### config.mk
export PLATFORM = sky130hd
export DESIGN_NAME = trvm_mac
export DESIGN_NICKNAME = d
export VERILOG_FILES = /design/src/design/trvm_pkg.sv /design/src/design/trvm_mac.sv
export SDC_FILE = /design/constraint.sdc
export NUM_CORES = 2
export LEC_CHECK = 0
export ABC_AREA = 1
export BUFFER_PORTS_ARGS = -buffer_cell sky130_fd_sc_hd__buf_2
export CELL_PAD_IN_SITES_DETAIL_PLACEMENT = 0
export CELL_PAD_IN_SITES_GLOBAL_PLACEMENT = 2
export CORE_ASPECT_RATIO = 0.9
export CORE_MARGIN = 10
export CORE_UTILIZATION = 28
export DETAILED_ROUTE_END_ITERATION = 8
export PLACE_DENSITY_LB_ADDON = 0.1
export SYNTH_ARGS = -nofsm -noshare
export SYNTH_HDL_FRONTEND = slang
export SYNTH_SLANG_ARGS = --single-unit
### constraint.sdc
create_clock -name clk -period 14.5 [get_ports clk]
set_input_delay 0.725 -clock clk [delete_from_list [all_inputs] [get_ports clk]]
set_output_delay 0.725 -clock clk [all_outputs]
set_load 0.05 [all_outputs]
### src/design/trvm_pkg.sv
// Shared types, widths and constants of the true RMS voltage meter.
package trvm_pkg;

	localparam int unsigned SAMPLE_BITS_DEF = 12;
	localparam int unsigned GAIN_W          = 16;
	localparam int unsigned CAL_W           = 20;
	localparam int unsigned CNT_W           = 16;
	localparam int unsigned SUM_W           = 40;
	localparam int unsigned SMOOTH_W        = 32;
	localparam int unsigned VOLT_W          = 16;
	localparam int unsigned ROOT_W          = 28;
	localparam int unsigned DIVIDEND_W      = SUM_W + 16;
	localparam int unsigned REM_W           = 32;
	localparam int unsigned MUL_A_W         = 32;
	localparam int unsigned MUL_B_W         = 20;
	localparam int unsigned ACC_W           = 53;
	localparam int unsigned CFG_INDEX_W     = 8;
	localparam int unsigned CFG_DATA_W      = 20;

	localparam logic [16:0]      Q16_ONE  = 17'h10000;
	localparam logic [ACC_W-1:0] Q16_HALF = ACC_W'(32768);
	localparam logic [ACC_W-1:0] Q8_HALF  = ACC_W'(128);

	localparam logic [CNT_W-1:0]  WINDOW_LENGTH_RST    = 16'd4000;
	localparam logic [GAIN_W-1:0] OFFSET_GAIN_RST      = 16'd66;
	localparam logic [GAIN_W-1:0] SMOOTH_GAIN_RST      = 16'd13107;
	localparam logic [CAL_W-1:0]  CALIBRATION_GAIN_RST = 20'd38076;

	typedef enum logic [CFG_INDEX_W-1:0] {
		REG_WINDOW_LENGTH    = 8'd0,
		REG_OFFSET_GAIN      = 8'd1,
		REG_SMOOTH_GAIN      = 8'd2,
		REG_CALIBRATION_GAIN = 8'd3
	} trvm_reg_t;

	typedef enum logic {
		MODE_DIV,
		MODE_SQRT
	} trvm_mode_t;

	typedef enum logic [3:0] {
		S_IDLE,
		S_OFF_A,
		S_OFF_B,
		S_OFF_WB,
		S_SQ,
		S_ACC,
		S_DIV_GO,
		S_DIV_WAIT,
		S_SQRT_GO,
		S_SQRT_WAIT,
		S_CAL,
		S_CAL_WB,
		S_SM_A,
		S_SM_B,
		S_SM_WB,
		S_OUT
	} trvm_state_t;

	typedef struct packed {
		logic en;
		logic load;
	} trvm_mac_ctl_t;

	typedef struct packed {
		logic       start;
		trvm_mode_t mode;
	} trvm_unit_req_t;

endpackage

### src/design/trvm_mac.sv
// Shared multiply-accumulate unit used for every product of the meter.
module trvm_mac import trvm_pkg::*; (
	input  logic               clk,
	input  logic               arst_n,
	input  trvm_mac_ctl_t      ctl,
	input  logic [ACC_W-1:0]   bias,
	input  logic [MUL_A_W-1:0] a,
	input  logic [MUL_B_W-1:0] b,
	output logic [ACC_W-1:0]   acc
);

	logic [MUL_A_W+MUL_B_W-1:0] product;
	logic [ACC_W-1:0]           acc_q;

	assign product = a * b;

	always_ff @(posedge clk or negedge arst_n) begin
		if (!arst_n) begin
			acc_q <= '0;
		end else if (ctl.en) begin
			acc_q <= (ctl.load ? bias : acc_q) + ACC_W'(product);
		end
	end

	assign acc = acc_q;

endmodule

Word-level counts from Yosys, hierarchy flattened
Index checks and enable logic that the tools add are counted.
W data, S select, Z words.
{"block": "op_classes", "addsub": 1, "muxes": 1, "mul": 1}
{"op": "$add A53 B52 Y53", "n": 1}
{"op": "$mux W53", "n": 1}
{"op": "$mul A32 B20 Y52", "n": 1}
{"block": "totals", "elab_cells": 4, "register_bits": 53, "in_bits": 109, "output_inout_bits": 53}

Longest topological paths before layout
{"block": "depth", "depth_word": 2, "mapped_depth": 30}

Worst setup path after synthesis
Ideal clock, no wire load.
{"block": "synth_path", "path_kind": "in2reg", "from": "input a[26]", "to": "register acc_q[46] (netlist: acc[46])", "path_buffers": 1, "arrival_ns": 5.960, "cell_stages": 26, "setup_ns": 0.118, "slack_ns": 8.422, "cell_sequence": "clkbuf_1 -> nand2_1 -> fa_1 -> inv_1 -> fa_1 -> inv_1 -> fa_1 -> inv_1 -> fa_1 -> fa_1 -> fa_1 -> inv_1 -> fa_1 -> inv_1 -> ha_1 -> nand2_1 -> nor2_1 -> inv_1 -> nor2_1 -> nand2_1 -> nor3_1 -> nand2_1 -> nand3_1 -> nand2_1 -> nand3_1 -> nand2_1"}
{"block": "synth_between", "elab_chain_len": 2}
{"item": "start, declared", "line_no": "trvm_mac.sv:7", "source": "input logic [MUL_A_W-1:0] a,"}
{"item": "$mul A32 B20 Y52", "line_no": "trvm_mac.sv:15", "source": "assign product = a * b;"}
{"item": "$add A53 B52 Y53", "line_no": "trvm_mac.sv:21", "source": "acc_q <= (ctl.load ? bias : acc_q) + ACC_W'(product);"}
{"item": "end signal, assigned", "line_no": "trvm_mac.sv:21"}
{"item": "end, declared", "line_no": "trvm_mac.sv:13", "source": "logic [ACC_W-1:0] acc_q;"}
No other way between the ends.
A chain may end at the register's enable or synchronous reset.

Worst setup path after layout
{"block": "layout_path", "from": "input b[5]", "to": "register acc_q[47] (netlist: acc[47])"}
{"block": "layout_between", "elab_chain_len": 2}
{"item": "start, declared", "line_no": "trvm_mac.sv:8", "source": "input logic [MUL_B_W-1:0] b,"}
{"item": "$mul A32 B20 Y52", "line_no": "trvm_mac.sv:15"}
{"item": "$add A53 B52 Y53", "line_no": "trvm_mac.sv:21"}
No other way between the ends.

==> impl_results.html <==
<table>
<tr><th>Metric</th><th>Value</th></tr>
<tr><th colspan="2">STA</th></tr>
<tr><td>Number of setup violations in the final report</td><td>0</td></tr>
<tr><td>Tcrit/Tclk final</td><td>50.1%</td></tr>
<tr><td>Remaining max-slew budget at the tightest pin</td><td>30.7%</td></tr>
<tr><td>Peak Freq</td><td>138 MHz</td></tr>
<tr><td>Max Clock Skew</td><td>0.0146 ns</td></tr>
<tr><td>Slew @ Worst Pin</td><td>1.03 ns</td></tr>
<tr><td>Fin worst setup slack</td><td>7.24 ns</td></tr>
<tr><td>Unrepaired setup endpoints after global routing</td><td>no</td></tr>
<tr><td>Worst slack on hold paths</td><td>0.520 ns</td></tr>
<tr><td>Final number of max-transition violations</td><td>0</td></tr>
<tr><td>Post-Route Setup TNS</td><td>0 ns</td></tr>
<tr><td>Final Hold Viols</td><td>0</td></tr>
<tr><td>Crit path time final</td><td>7.26 ns</td></tr>
<tr><th colspan="2">Detailed routing</th></tr>
<tr><td>Number of detailed-route iterations in the first pass</td><td>4</td></tr>
<tr><td>Number of nets with antenna violations after routing</td><td>0</td></tr>
<tr><td>Via count</td><td>21,000</td></tr>
<tr><td>DRC violations left</td><td>0</td></tr>
<tr><td>Routed WL per cell</td><td>19.2 um</td></tr>
<tr><td>Via count normalized by instance count</td><td>4.33</td></tr>
<tr><td>Final wirelength</td><td>93,200 um</td></tr>
<tr><td>Violation count after the first detailed-routing iteration</td><td>977</td></tr>
<tr><th colspan="2">Die</th></tr>
<tr><td>Num ports</td><td>162</td></tr>
<tr><td>Placeable core area</td><td>93,100 um2</td></tr>
<tr><td>Count of standard-cell rows</td><td>106</td></tr>
<tr><td>Starting Density</td><td>28.3%</td></tr>
<tr><td>Die width</td><td>343 um</td></tr>
<tr><td>Die Span Y</td><td>311 um</td></tr>
<tr><td>Die Area</td><td>107,000 um2</td></tr>
<tr><th colspan="2">Synthesis</th></tr>
<tr><td>Post-synthesis instance total</td><td>3,573</td></tr>
<tr><td>Share of flip-flops with an asynchronous set or reset</td><td>100%</td></tr>
<tr><td>Part of the Yosys area used for sequential elements</td><td>5.04%</td></tr>
<tr><td>Most instantiated library cell after synthesis</td><td>sky130_fd_sc_hd__inv_1</td></tr>
<tr><td>Yosys warning total</td><td>0</td></tr>
<tr><td>Leading area contributor after synthesis</td><td>sky130_fd_sc_hd__fa_1</td></tr>
<tr><td>Avg Cell Area, Syn</td><td>7.36 um2</td></tr>
<tr><td>Yosys top cell area share</td><td>44.8%</td></tr>
<tr><td>Most common flop cell mapped by yosys</td><td>sky130_fd_sc_hd__dfrtp_1</td></tr>
<tr><td>Post-Synthesis Cell Area</td><td>26,300 um2</td></tr>
<tr><td>Post-synthesis register bit count</td><td>53</td></tr>
<tr><td>Number of enable-type register cells in the synthesized netlist</td><td>0</td></tr>
<tr><td>Number of library cell types mapped by synthesis</td><td>36</td></tr>
<tr><td>Net count after synthesis</td><td>4,427</td></tr>
<tr><td>Largest cells by area after synthesis</td><td>sky130_fd_sc_hd__fa_1 45%, sky130_fd_sc_hd__inv_1 16%, sky130_fd_sc_hd__nand2_1 16%, sky130_fd_sc_hd__ha_1 7.5%, sky130_fd_sc_hd__dfrtp_1 5.0%</td></tr>
<tr><td>Synth cell count leaders</td><td>1,150 x sky130_fd_sc_hd__inv_1, 1,125 x sky130_fd_sc_hd__nand2_1, 588 x sky130_fd_sc_hd__fa_1</td></tr>
<tr><th colspan="2">Place</th></tr>
<tr><td>HPWL after DPL</td><td>81,400 um</td></tr>
<tr><td>Placed cells</td><td>4,838</td></tr>
<tr><td>Placer's final routability congestion estimate</td><td>0.858</td></tr>
<tr><td>Number of buffers added on ports</td><td>161</td></tr>
<tr><td>Worst slack at placement</td><td>6.87 ns</td></tr>
<tr><th colspan="2">CTS</th></tr>
<tr><td>Clock tree from TritonCTS</td><td>yes</td></tr>
<tr><td>CTS max path bufs</td><td>2</td></tr>
<tr><td>Clock Tree Root</td><td>sky130_fd_sc_hd__clkbuf_16</td></tr>
<tr><td>Post-CTS Hold Fix Bufs</td><td>0</td></tr>
<tr><td>Source-to-sink clock delay at the later pin of the worst-skew pair</td><td>0.33 ns</td></tr>
<tr><td>Post-CTS clock slew at the launch and capture registers of the worst setup and hold paths</td><td>0.09 ns</td></tr>
<tr><td>Setup Fix Bufs, Post-CTS</td><td>0</td></tr>
<tr><td>Number of H-tree levels</td><td>2</td></tr>
<tr><td>Sink Count</td><td>53</td></tr>
<tr><td>Number of clock buffers inserted by TritonCTS</td><td>5</td></tr>
<tr><td>Resize count post-CTS</td><td>0</td></tr>
<tr><th colspan="2">Worst setup path</th></tr>
<tr><td>Crit path max-delay cell type</td><td>sky130_fd_sc_hd__buf_2</td></tr>
<tr><td>Data required time at the worst endpoint</td><td>14.71 ns</td></tr>
<tr><td>Crit Path Max Fanout</td><td>32</td></tr>
<tr><td>Type of the worst setup path</td><td>input port to register</td></tr>
<tr><td>Cell repeated most along the worst path</td><td>sky130_fd_sc_hd__fa_1</td></tr>
<tr><td>Worst Setup Start Kind</td><td>input port</td></tr>
<tr><td>Delay of the slowest cell on the worst path</td><td>0.67 ns</td></tr>
<tr><td>Capturing element type of the critical path</td><td>register</td></tr>
<tr><td>Data arrival, critical path</td><td>7.47 ns</td></tr>
<tr><th colspan="2">Cells and area</th></tr>
<tr><td>Antenna cell count</td><td>0</td></tr>
<tr><td>Synth-to-layout area growth</td><td>7.68%</td></tr>
<tr><td>Final Instance Count excl. Fillers</td><td>4,846</td></tr>
<tr><td>Flip-flop count of the largest register, all copies and words added</td><td>53</td></tr>
<tr><td>Number of nets at the end of the flow</td><td>4,457</td></tr>
<tr><td>Layout cells sized above 1</td><td>6.27%</td></tr>
<tr><th colspan="2">Status</th></tr>
<tr><td>Run status</td><td>complete, no violations</td></tr>
<tr><th colspan="2">Global routing</th></tr>
<tr><td>Via count of the first global-routing pass</td><td>23,600</td></tr>
<tr><td>Wire length of the first global-routing pass</td><td>147,000 um</td></tr>
<tr><td>Global-route total usage across every layer</td><td>17.8%</td></tr>
<tr><td>Antenna violations before repair</td><td>5</td></tr>
<tr><td>Largest net degree at the start of global routing</td><td>54</td></tr>
<tr><td>Leftover overflow at the end of global routing</td><td>0</td></tr>
<tr><th colspan="2">Run</th></tr>
<tr><td>Maxcap violations</td><td>0</td></tr>
<tr><th colspan="2">Worst hold path</th></tr>
<tr><td>Classification of the worst-slack hold path</td><td>register to register</td></tr>
</table>
## worst paths after layout
kind	from	endpoint	slack, ns	cells after the start
max in group asynchronous	arst_n	acc[13]	13.29	2
max	b[5]	acc[47]	7.24	26
max reg2reg	acc[29]	acc[47]	8.35	24
min reg2reg	acc[7]	acc[7]	0.52	2
min	acc[7]	acc[7]	0.52	2
min in group asynchronous	arst_n	acc[47]	0.60	2
## area by class of cell
type	count	area, um2
Fill cell	10300	64800
Multi-Input combinational cell	2225	20100
Inverter	1151	4320
Tap cell	1242	1550
Timing Repair Buffer	167	853
Clock inverter	2	38.8
Sequential cell	53	1330
Clock buffer	6	129
## cell families (layout without fill, tap and decap cells)
family,after synthesis,in the layout,share of synthesized area [%]
DFF,53,53,5.04
and+or+nand+nor,1319,1319,19.8
xor gates and xnor gates,28,28,0.932
buffers and inverters,1295,1326,18.5
adders and majority gates,745,745,52.2
AOI/OAI and AO/OA,96,96,1.94
muxes,37,37,1.49
## metrics by stage
stage / area, um2 / utilization, %
after CTS: 28300 / 30.4
after floorplan: 26300 / -
after detailed placement: 28200 / 30.2
final: 28300 / 30.4
after global placement: 28200 / 30.2
after global routing: 28300 / 30.4
## critical path, delay by kind of cell
family	cells	cell delay (ns)
buffers and inverters	7	1.04
adders and majority gates	8	3.96
and+or+nand+nor	11	1.70
## layout by cell type, fill, tap and decap left out, drive strengths merged
| cell type | netlist | layout |
|---|---|---|
| o21bai | 8 | 8 |
| xnor2 | 19 | 19 |
| o22ai | 2 | 2 |
| mux2 | 18 | 18 |
| buf | 7 | 167 |
| dfrtp | 53 | 53 |
| nand4 | 9 | 9 |
| bufinv | 0 | 1 |
| inv | 1151 | 1151 |
| and3 | 1 | 1 |
| nand2 | 1137 | 1137 |
| mux2i | 19 | 19 |
| or2 | 3 | 3 |
| nand3 | 70 | 70 |
| o21ai | 42 | 42 |
| nor2 | 78 | 78 |
| ha | 157 | 157 |
| clkinv | 0 | 1 |
| nand3b | 7 | 7 |
| fa | 588 | 588 |
| clkbuf | 136 | 6 |
| xor2 | 9 | 9 |
| a21oi | 41 | 41 |
| a21boi | 2 | 2 |
| a21o | 1 | 1 |
| nor4 | 1 | 1 |
| nor3 | 13 | 13 |
## per-layer routing
layer	wire, um	track usage [%]	part of all wire [%]	vias up
met3	2500	1.67	2.7	49
met4	735	1.64	0.79	2
met5	11	0	0.012	-
met1	45400	25.3	49	10700
li1	-	-	-	9921
met2	44600	29.9	48	286
Power is not shown: default switching activity piles up to over one toggle a cycle in this logic, so the estimate is an artifact.
