`config.mk`:
```
export PLATFORM = sky130hd
export DESIGN_NAME = trvm_shift_sub
export DESIGN_NICKNAME = d
export VERILOG_FILES = /design/src/design/trvm_pkg.sv /design/src/design/trvm_shift_sub.sv
export SDC_FILE = /design/constraint.sdc
export NUM_CORES = 1
export LEC_CHECK = 0
export ABC_AREA = 0
export BUFFER_PORTS_ARGS = -buffer_cell sky130_fd_sc_hd__buf_2
export CAP_MARGIN = 20
export CORE_MARGIN = 4
export CORE_UTILIZATION = 58
export DETAILED_ROUTE_END_ITERATION = 10
export PLACE_DENSITY = 0.81
export SYNTH_ARGS = -nofsm -noshare
export SYNTH_HDL_FRONTEND = slang
export SYNTH_SLANG_ARGS = --single-unit
export TNS_END_PERCENT = 30
```
`constraint.sdc`:
```
create_clock -name clk -period 5.1 [get_ports clk]
set_clock_uncertainty 0.05 [all_clocks]
set_input_delay 0.765 -clock clk [delete_from_list [all_inputs] [get_ports clk]]
set_output_delay 0.765 -clock clk [all_outputs]
set_load 0.05 [all_outputs]
```
`src/design/trvm_pkg.sv`:
```
// Shared types, widths and constants of the true RMS voltage meter.
package trvm_pkg;

	localparam int unsigned SAMPLE_BITS_DEF = 12;
	localparam int unsigned GAIN_W          = 16;
	localparam int unsigned CAL_W           = 20;
	localparam int unsigned CNT_W           = 16;
	localparam int unsigned SUM_W           = 40;
	localparam int unsigned SMOOTH_W        = 32;
	localparam int unsigned VOLT_W          = 16;
	localparam int unsigned ROOT_W          = 28;
	localparam int unsigned DIVIDEND_W      = SUM_W + 16;
	localparam int unsigned REM_W           = 32;
	localparam int unsigned MUL_A_W         = 32;
	localparam int unsigned MUL_B_W         = 20;
	localparam int unsigned ACC_W           = 53;
	localparam int unsigned CFG_INDEX_W     = 8;
	localparam int unsigned CFG_DATA_W      = 20;

	localparam logic [16:0]      Q16_ONE  = 17'h10000;
	localparam logic [ACC_W-1:0] Q16_HALF = ACC_W'(32768);
	localparam logic [ACC_W-1:0] Q8_HALF  = ACC_W'(128);

	localparam logic [CNT_W-1:0]  WINDOW_LENGTH_RST    = 16'd4000;
	localparam logic [GAIN_W-1:0] OFFSET_GAIN_RST      = 16'd66;
	localparam logic [GAIN_W-1:0] SMOOTH_GAIN_RST      = 16'd13107;
	localparam logic [CAL_W-1:0]  CALIBRATION_GAIN_RST = 20'd38076;

	typedef enum logic [CFG_INDEX_W-1:0] {
		REG_WINDOW_LENGTH    = 8'd0,
		REG_OFFSET_GAIN      = 8'd1,
		REG_SMOOTH_GAIN      = 8'd2,
		REG_CALIBRATION_GAIN = 8'd3
	} trvm_reg_t;

	typedef enum logic {
		MODE_DIV,
		MODE_SQRT
	} trvm_mode_t;

	typedef enum logic [3:0] {
		S_IDLE,
		S_OFF_A,
		S_OFF_B,
		S_OFF_WB,
		S_SQ,
		S_ACC,
		S_DIV_GO,
		S_DIV_WAIT,
		S_SQRT_GO,
		S_SQRT_WAIT,
		S_CAL,
		S_CAL_WB,
		S_SM_A,
		S_SM_B,
		S_SM_WB,
		S_OUT
	} trvm_state_t;

	typedef struct packed {
		logic en;
		logic load;
	} trvm_mac_ctl_t;

	typedef struct packed {
		logic       start;
		trvm_mode_t mode;
	} trvm_unit_req_t;

endpackage

```
`src/design/trvm_shift_sub.sv`:
```
// Iterative shift-subtract unit: restoring divider and digit-by-digit square root.
module trvm_shift_sub import trvm_pkg::*; (
	input  logic                  clk,
	input  logic                  arst_n,
	input  trvm_unit_req_t        req,
	input  logic [DIVIDEND_W-1:0] operand,
	input  logic [CNT_W-1:0]      divisor,
	output logic [DIVIDEND_W-1:0] result,
	output logic                  done
);

	localparam int unsigned STEP_W = $clog2(DIVIDEND_W);

	logic [DIVIDEND_W-1:0] x_q;
	logic [DIVIDEND_W-1:0] q_q;
	logic [REM_W-1:0]      rem_q;
	logic [CNT_W-1:0]      d_q;
	trvm_mode_t            mode_q;
	logic [STEP_W-1:0]     cnt_q;
	logic                  run_q;
	logic                  done_q;

	logic [REM_W-1:0]      rem_sh;
	logic [REM_W-1:0]      trial;
	logic [DIVIDEND_W-1:0] x_next;
	logic                  ge;

	// One compare and subtract per cycle; the divider brings in one dividend bit,
	// the root brings in two radicand bits against the trial value 4*root+1.
	always_comb begin
		if (mode_q == MODE_SQRT) begin
			rem_sh = {rem_q[REM_W-3:0], x_q[DIVIDEND_W-1 -: 2]};
			trial  = {q_q[REM_W-3:0], 2'b01};
			x_next = {x_q[DIVIDEND_W-3:0], 2'b00};
		end else begin
			rem_sh = {rem_q[REM_W-2:0], x_q[DIVIDEND_W-1]};
			trial  = REM_W'(d_q);
			x_next = {x_q[DIVIDEND_W-2:0], 1'b0};
		end
		ge = (rem_sh >= trial);
	end

	always_ff @(posedge clk or negedge arst_n) begin
		if (!arst_n) begin
			run_q  <= 1'b0;
			done_q <= 1'b0;
			cnt_q  <= '0;
		end else begin
			done_q <= run_q && (cnt_q == '0);
			if (req.start) begin
				run_q <= 1'b1;
				cnt_q <= (req.mode == MODE_SQRT) ? STEP_W'(DIVIDEND_W / 2 - 1)
					: STEP_W'(DIVIDEND_W - 1);
			end else if (run_q) begin
				if (cnt_q == '0) begin
					run_q <= 1'b0;
				end else begin
					cnt_q <= cnt_q - 1'b1;
				end
			end
		end
	end

	always_ff @(posedge clk) begin
		if (req.start) begin
			x_q    <= operand;
			q_q    <= '0;
			rem_q  <= '0;
			d_q    <= divisor;
			mode_q <= req.mode;
		end else if (run_q) begin
			x_q   <= x_next;
			q_q   <= {q_q[DIVIDEND_W-2:0], ge};
			rem_q <= ge ? (rem_sh - trial) : rem_sh;
		end
	end

	assign result = q_q;
	assign done   = done_q;

endmodule

```
Word level (Yosys, flattened, before mapping) --
Index checks and enable logic that the tools add are counted. Widths: inputs -> output; s select.
Word-level totals: bits in registers 168, bits of input ports 76, output and inout port bits 57, logic and storage cells 29
Operators by class: add/subtract/negate cells 2, magnitude comparators 1, equality and inequality tests 1, muxes and demuxes 13, reduce and logical (&&, ||, !) cells 4
Operator list (number):
- $mux 56 | 3
- $mux 32 | 2
- $ge 32x32->1 | 1
- $mux 31 | 1
- $sub 31x31->31 | 1
- $mux 6 | 4
- $logic_not 6->1 | 1
- $sub 6x1->6 const B | 1
- $mux 1 | 3
- $ne 2x2->1 const B | 1
- $reduce_and 2->1 | 1
- $reduce_bool 2->1 | 1
- $logic_and 1x1->1 | 1

Depth between registers and ports, before layout --
Gate-level depths: netlist (run 1).
word-level depth 4, mapped depth 17, depth with buffers taken out 13

Worst setup path before layout (run 1) --
Ideal clock, no wire load.
kind register to register, from reg mode_q, to reg rem_q[28], setup time 0.140 ns, arrival 3.780 ns, required time 4.910 ns, setup slack 1.130 ns, cell stages (with the launch flop) 17, buffers on the path 3, clock period less this slack 3.970 ns, cells stage by stage edfxtp_1 clkbuf_1 clkbuf_1 buf_1 or2_2 ha_1 inv_1 fa_1 a211oi_2 nor2_1 o31ai_4 nand3_2 a221oi_2 nor2_2 or3_1 a21oi_2 a2111oi_2
Between the ends: cells in the longest elaborated chain, start to end 3, elaborated cells on any way between the ends 5, classes of those cells add/sub (1); order compare (1); mux (3)
RTL lines:
- start: declaration | line trvm_shift_sub.sv:18 | trvm_mode_t mode_q;
- start signal: assignment | line trvm_shift_sub.sv:70 | mode_q <= req.mode;
- $mux 32 | line trvm_shift_sub.sv:31 | if (mode_q == MODE_SQRT) begin
- $sub 31x31->31 / $ge 32x32->1 (equally long branches) | line trvm_shift_sub.sv:74, trvm_shift_sub.sv:40
- $mux 31 * | line trvm_shift_sub.sv:74 | rem_q <= ge ? (rem_sh - trial) : rem_sh;
- end signal: assignment | line trvm_shift_sub.sv:74
- end: declaration | line trvm_shift_sub.sv:16 | logic [REM_W-1:0] rem_q;
Every way passes the cells marked *; elsewhere a longest branch is shown, timed or not. A chain may end at the register's enable or synchronous reset.

Final worst setup path (run 1) --
from reg mode_q, to reg rem_q[18]
Same word-level chain as after synthesis.

==> results.toml, run 1 <==
[placed_design]
io_buffers = 132
dp.final_hpwl_um = 13500
dp_worst_setup_slack_ns = 1.21
place_congestion = 0.952
dpl_cell_area_um2 = 10200

[cts]
htreeDepth = 4
clock-sinks = 168
post-cts-setup-buffers = 0
cts_root_buf = "clkbuf_16"
cts_hold_buffers = 0
cts_tree = "built"
numCtsBuffers = 17
cts_resized = 0
clk_pin_slew_ns = 0.07
clkLatencyLatePin_ns = 0.43
clk_path_buf_depth = 2

[worst_hold_path]
min_path_type = "in -> async"

[yosys]
syn_nets = 1069
async_reset_ff_share_pct = 4.76
synth_seq_cells = 168
avgSynthCellArea_um2 = 9.82
synth_cell_types = 64
synthTopCellsByArea = "edfxtp_1, dfxtp_1, mux2i_1"
synth_ff_type = "dfxtp_1"
ys_seq_area_share_pct = 43.9
synth_cells = 958
synth_top_area_share_pct = 23.3
synth_edf_count = 73
synth_area_um2 = 9410
synth_warnings = 0
synth_top_area_cell = "edfxtp_1"

[timing]
timing.fmax_mhz = 257
period_share_pct = 76.3
worst_slew_pin_slew_ns = 0.994
post-route-min-period_ns = 3.89
setup_tns_ns = 0
setup_violations = 0
rsz0062_at_grt = "no"
slew_viol_final = 0
hold_viol = 0
relSlewSlack_pct = 33.7
final.setup.worst_slack_ns = 1.21

[layout]
final_cell_mix = "mux2i_1, buf_2, nor2_1, nand2_1, dfxtp_1"
area_growth_pct = 14.2
postLayoutCellArea_um2 = 10700
nets = 1165
drive_above_1_share_pct = 21.0
final_common_cell = "mux2i_1"
antenna_cells = 0

[floorplan]
ioPinCount = 133
fp.coreArea_um2 = 15900
die_width_um = 135
num_rows = 46
die_h_um = 135
start_util_pct = 59.2
die_area_um2 = 18300

[pwr]
power.leakage_nw = 5.12
ir_drop_uv = 331
power.density_nw_per_um2 = 507

[drt]
wl_met2_um = 9390
drtIter0Drc = 402
drc = 0
drtAntennaViolNets = 0
routed_wl_um = 19500
top_layer = "met4"
wl_met1_um = 8720
vias = 7201
routed_via_density = 5.61
wl_per_cell_um = 15.2
first_pass_iters = 7
route.met3.wl_um = 1050

[global_routing]
antenna_found_initial = 0
grt_pass1_wl_um = 32600
grt_max_degree = 154
first_global_vias = 6812
grt.total_usage_pct = 21.7
grt_overflow = 0

[critical_path]
endpoint_kind = "flop"
start_kind = "flop"
arrival_ns = 4.16
crit_required_ns = 5.36
cp_max_fo = 36
crit_type = "reg -> reg"

[flow_run]
drv_cap = 0

[outcome]
outcome = "complete, no violations"
final cells by class:
type                       instances  area (um^2)
clock inverter                    15          161
tap                              216          270
multi-input combinational        718         4990
clock buffer                      17          425
inverter                           9         33.8
sequential                       168         4140
fill                            1306         5140
timing repair buffer             140          727
path summary, 6_finish.rpt:
kind	startpoint	to	slack [ns]	depth (start not counted)
min in group clk	rem_q[3]	rem_q[3]	0.46	2
max in group asynchronous	arst_n	run_q	4.70	1
max	mode_q	rem_q[18]	1.21	14
min reg2reg	rem_q[3]	rem_q[3]	0.46	2
max reg2reg	mode_q	rem_q[18]	1.21	14
min	arst_n	cnt_q[3]	0.11	1
critical path, stage by stage (launching register included):
cell	delay, ns
edfxtp_1	0.34
buf_4	0.44
mux2i_1	0.31
ha_1	0.20
inv_1	0.05
fa_1	0.44
a211oi_2	0.27
nor2_1	0.13
o31ai_4	0.22
nand3_1	0.15
a31oi_4	0.20
buf_4	0.30
nand2b_4	0.21
nor2_2	0.10
a211o_1	0.34
kinds of logic (layout without fill, tap and decap cells):
| kind of cell | Yosys count | in the layout | synth area share [%] |
|---|---|---|---|
| buf+inv | 72 | 181 | 3.12 |
| mux | 165 | 165 | 18.0 |
| fa+ha+maj | 35 | 35 | 4.73 |
| compound gates | 209 | 209 | 14.4 |
| simple gates | 282 | 282 | 13.4 |
| xor+xnor | 27 | 27 | 2.51 |
| flops | 168 | 168 | 43.9 |
routing by layer:
metal,track usage [%],vias to the layer above
li1,-,3663
met1,28.3,3330
met2,35.6,171
met3,5.01,37
met4,7.56,0
met5,0,-
sequential cells by signal, summed over array words and instances (netlist names):
| name | count |
|---|---|
| result | 56 |
| x_q | 56 |
| rem_q | 31 |
| d_q | 16 |
| cnt_q | 6 |
| done | 1 |
| mode_q | 1 |
| run_q | 1 |
power by group:
part / leakage [nW] / switching [mW] / internal (mW)
Clock: 0.286 / 0.557 / 0.730
Combinational: 3.25 / 1.40 / 1.08
Sequential: 1.58 / 0.105 / 1.58
Total: 5.12 / 2.06 / 3.39
metrics by stage:
| step | std cells | utilization [%] | power [mW] | hold WS (ns) |
|---|---|---|---|---|
| 6_report | 1283 | 67.6 | 5.45 | 0.112 |
| 5_1_grt | 1283 | 67.6 | 5.82 | 0.118 |
| 2_1_floorplan | 958 | - | 3.68 | 0.419 |
| 3_5_place_dp | 1251 | 63.9 | 4.15 | 0.445 |
| 4_1_cts | 1283 | 67.6 | 5.46 | 0.110 |
| 3_3_place_gp | 1251 | 63.9 | 4.09 | 0.417 |
synth_stat cells, types with 14 or more instances:
library cell / number
a211oi_1: 26
o21ai_0: 71
clkbuf_1: 41
mux2i_1: 134
dfxtp_1: 87
a21oi_1: 44
edfxtp_1: 73
ha_1: 34
xnor2_1: 14
mux2_2: 31
nand2_1: 102
a21o_1: 14
nor2_1: 109
No activity file was read; power rests on OpenSTA's default activity.
==> inputs of run 2 (changes only) <==
==> constraint.sdc (replaced) <==
create_clock -name clk -period 3.9 [get_ports clk]
set_clock_uncertainty 0.05 [all_clocks]
set_input_delay 0.585 -clock clk [delete_from_list [all_inputs] [get_ports clk]]
set_output_delay 0.585 -clock clk [all_outputs]
set_load 0.05 [all_outputs]
==> results.toml, run 2 (synthesis results as in run 1) <==
[drt]
drc = 0
wl_per_cell_um = 15.2
drtAntennaViolNets = 0
routed_wl_um = 19500
vias = 7161
routed_via_density = 5.57
first_pass_iters = 4
drtIter0Drc = 432

[placed_design]
io_buffers = 132
place_congestion = 0.923
place_inst = 1252
dp.final_hpwl_um = 13400

[global_routing]
grt_pass1_wl_um = 33000
grt.total_usage_pct = 21.8
antenna_found_initial = 0
first_global_vias = 6971
grt_overflow = 0
grt_max_degree = 141

[timing]
setup_violations = 0
rsz0062_at_grt = "no"
relSlewSlack_pct = 41.4
worst_slew_pin_slew_ns = 0.879
slew_viol_final = 0
setup_tns_ns = 0
period_share_pct = 93.4
post-route-min-period_ns = 3.64
hold_viol = 0
timing.fmax_mhz = 274

[layout]
nets = 1167
final_common_cell = "mux2i_1"
final_cells = 1285
antenna_cells = 0
fin_util_pct = 67.9
area_growth_pct = 14.6
multi_input_area_um2 = 4990
nFillCells = 1295
regArea_um2 = 4140
drive_above_1_share_pct = 21.2
final_cell_mix = "mux2i_1, buf_2, nor2_1, nand2_1, dfxtp_1"

[pwr]
power.density_nw_per_um2 = 654
ir_drop_uv = 393
swShare_pct = 37.9
power.leakage_nw = 5.13
switchingPower_mw = 2.67
clkPwrFrac_pct = 23.3
seq_power_share_pct = 31.4
p_comb_share_pct = 45.3
p_int_mw = 4.38

[floorplan]
ioPinCount = 133
num_rows = 46
die_width_um = 135
fp.coreArea_um2 = 15900
die_h_um = 135
start_util_pct = 59.2
die_area_um2 = 18300

[cts]
cts_resized = 0
post-cts-setup-buffers = 0
cts_tree = "built"
numCtsBuffers = 17
clk_pin_slew_ns = 0.07
htreeDepth = 4
cts_root_buf = "clkbuf_16"
clock-sinks = 168
clkLatencyLatePin_ns = 0.44
clk_path_buf_depth = 2

[worst_hold_path]
min_path_type = "in -> reg"

[critical_path]
arrival_ns = 3.87
start_kind = "flop"
crit_type = "reg -> reg"
crit_required_ns = 4.13
endpoint_kind = "flop"
cp_max_fo = 30

[flow_run]
drv_cap = 0

[outcome]
outcome = "complete, no violations"
-- run 2: cell types whose count changed in the layout (fill, tap and decap cells not counted), sizes merged --
cell / change
buf: +1
bufinv: -1
clkinv: -1
clkinvlp: +1
dlygate4sd3: +1
inv: +1
-- run 2: cell type report --
cell class / instances / area share [%]
Clock buffer: 17 / 3.95
Multi-Input combinational cell: 718 / 46.3
Inverter: 9 / 0.313
Sequential cell: 168 / 38.4
Timing Repair Buffer: 142 / 7.25
Tap cell: 216 / 2.51
Clock inverter: 15 / 1.30
-- run 2: worst paths after layout --
path / start / slack [ns] / end / cells past startpoint
setup / recovery: mode_q / 0.26 / rem_q[28] / 12
hold / removal: divisor[14] / 0.28 / d_q[14] / 1
setup reg to reg: mode_q / 0.26 / rem_q[28] / 12
hold reg to reg: rem_q[4] / 0.45 / rem_q[4] / 2
max in group asynchronous: arst_n / 3.12 / run_q / 2
min in group asynchronous: arst_n / 0.49 / cnt_q[3] / 2
-- run 2: power by group through the flow --
| stage | logic [mW] | clock network [mW] | registers [mW] |
|---|---|---|---|
| detailed placement | 3.16 | 0 | 2.24 |
| floorplan | 2.58 | 0 | 2.23 |
| finish | 3.19 | 1.64 | 2.21 |
| CTS | 3.19 | 1.67 | 2.21 |
| global route | 3.56 | 1.75 | 2.24 |
| global placement | 3.13 | 0 | 2.24 |
-- run 2: what timing repair did --
action | 4_1_cts | 5_1_grt
hold buffers | 1 | 0
hold endpoints to repair | 8 | 0
endpoints found under the setup margin | 0 | 0
-- run 2: metrics by stage --
step	total power [mW]	setup slack [ns]	hold WS [ns]	cell area, um^2
after floorplan	4.81	0.127	0.239	9410
after global placement	5.36	0.358	0.386	10200
after detailed placement	5.40	0.284	0.389	10200
after CTS	7.07	0.274	0.253	10800
after global routing	7.55	0.0509	0.252	10800
final	7.05	0.256	0.275	10800
-- run 2: metal layers --
| metal | part of all wire [%] | GRT usage (%) | vias up |
|---|---|---|---|
| li1 | - | - | 3652 |
| met1 | 44 | 27.8 | 3316 |
| met2 | 48 | 36.1 | 160 |
| met3 | 5.9 | 6.17 | 33 |
| met4 | 1.7 | 6.94 | 0 |
| met5 | 0 | 0 | - |
-- run 2: critical path, stage by stage (launching register included) --
cell	delay [ns]
edfxtp_1	0.54
buf_12	0.26
mux2_2	0.37
ha_1	0.39
a21oi_2	0.24
nor3_2	0.07
a2111oi_4	0.33
o21ai_2	0.12
a221oi_2	0.45
nor2_2	0.09
or3_1	0.34
a21oi_2	0.16
a2111oi_2	0.06
==> inputs of run 3 (changes only) <==
--- a/config.mk
+++ b/config.mk
@@ -11,7 +11,7 @@
 export CORE_MARGIN = 4
 export CORE_UTILIZATION = 58
 export DETAILED_ROUTE_END_ITERATION = 10
-export PLACE_DENSITY = 0.81
+export PLACE_DENSITY = 0.93
 export SYNTH_ARGS = -nofsm -noshare
 export SYNTH_HDL_FRONTEND = slang
 export SYNTH_SLANG_ARGS = --single-unit
==> results.toml, run 3 (synthesis results as in run 1) <==
[outcome]
outcome = "complete, no violations"

[cts]
clk_pin_slew_ns = 0.07
numCtsBuffers = 17
cts_tree = "built"
clkLatencyLatePin_ns = 0.43
post-cts-setup-buffers = 0
clock-sinks = 168
cts_root_buf = "clkbuf_16"
clk_path_buf_depth = 2
htreeDepth = 4

[floorplan]
ioPinCount = 133
fp.coreArea_um2 = 15900
die_width_um = 135
die_h_um = 135
start_util_pct = 59.2
num_rows = 46
die_area_um2 = 18300

[flow_run]
drv_cap = 0

[worst_hold_path]
min_path_type = "in -> reg"
min_path_cells = 1
hold-path-endpoint = "d_q[9]"
min-delay-start = "divisor[9]"

[timing]
hold_viol = 0
timing.fmax_mhz = 275
period_share_pct = 93.4
setup_violations = 0
relSlewSlack_pct = 42.9
rsz0062_at_grt = "no"
setup_tns_ns = 0
slew_viol_final = 0
worst_slew_pin_slew_ns = 0.856
post-route-min-period_ns = 3.64

[global_routing]
grt_overflow = 0
grt.total_usage_pct = 21.7
grt_pass1_wl_um = 32800
grt_max_degree = 100
antenna_found_initial = 2
first_global_vias = 7012

[layout]
fin_util_pct = 67.8
antenna_cells = 0
final_common_cell = "mux2i_1"
final_cell_mix = "mux2i_1, buf_2, nor2_1, nand2_1, dfxtp_1"
drive_above_1_share_pct = 21.3
area_growth_pct = 14.5
nets = 1170
final_cells = 1288

[drt]
drc = 0
vias = 7365
drtAntennaViolNets = 0
routed_via_density = 5.72
first_pass_iters = 5
routed_wl_um = 19700
drtIter0Drc = 579
wl_per_cell_um = 15.3

[critical_path]
arrival_ns = 3.90
start_kind = "flop"
crit_type = "reg -> reg"
r2r_slack_ns = 0.26
timing.rr.start = "mode_q"
endpoint_kind = "flop"
crit_required_ns = 4.16
cp_max_fo = 23
reg2regPathDepth = 10
timing.rr.end = "rem_q[29]"

[placed_design]
place_congestion = 0.895
place_inst = 1255
io_buffers = 132
dp.final_hpwl_um = 14000

[pwr]
total_power_mw = 7.05
power.leakage_nw = 5.13
ir_drop_uv = 470
power.density_nw_per_um2 = 654
==> run 3: changes by cell type in the layout (fill, tap and decap cells not counted), sizes merged <==
cell / before / now
clkbuf: 17 / 19
buf: 141 / 144
clkinv: 5 / 6
inv: 16 / 13
==> run 3: metal layers <==
layer | wire [um] | GRT usage (%)
met2 | 9720 | 36.7
met1 | 8310 | 26.9
met5 | 34 | 0
met4 | 399 | 7.61
met3 | 1250 | 5.87
==> run 3: critical path: stages (launching register included) <==
cell,delay [ns]
edfxtp_1,0.47
buf_4,0.32
mux2_2,0.40
ha_1,0.45
nand4_1,0.25
nor4_2,0.43
a31oi_4,0.15
nand2b_4,0.20
nor2_2,0.31
o211ai_1,0.14
o32ai_1,0.35
==> run 3: area by class of cell <==
cell class,instances,area (um^2)
fillers,1213,5110
well taps,216,270
flip-flops and latches,168,4140
clock inverters,13,118
repair buffers,145,796
clock buffers,19,433
multi-input cells,718,4990
inverters,9,33.8
==> run 3: where the power goes <==
group | total (mW) | switching, mW | internal (mW)
clock | 1.59 | 0.704 | 0.883
sequential | 2.21 | 0.136 | 2.07
combinational | 3.26 | 1.84 | 1.42
==> run 3: how the worst max path moves through the flow <==
stage / from / to / slack, ns / cells after the start
after floorplan: mode_q / rem_q[28] / 0.13 / 15
after CTS: mode_q / rem_q[3] / 0.23 / 12
after global placement: mode_q / rem_q[29] / 0.36 / 11
after global routing: mode_q / rem_q[2] / 0.05 / 13
final: mode_q / rem_q[29] / 0.26 / 10
after detailed placement: mode_q / rem_q[3] / 0.26 / 12
==> run 3: stage by stage <==
stage	cell area, um^2	hold WS (ns)	setup slack [ns]
after global placement	10200	0.381	0.362
after global routing	10800	0.263	0.0542
after detailed placement	10200	0.385	0.259
after floorplan	9410	0.239	0.127
final	10800	0.281	0.257
after CTS	10800	0.266	0.233
==> run 3: repair_timing <==
action                                 CTS  global route
setup endpoints to repair                0             3
gates resized for setup                  0             1
hold buffers                             1             0
endpoints found under the hold margin    8             0
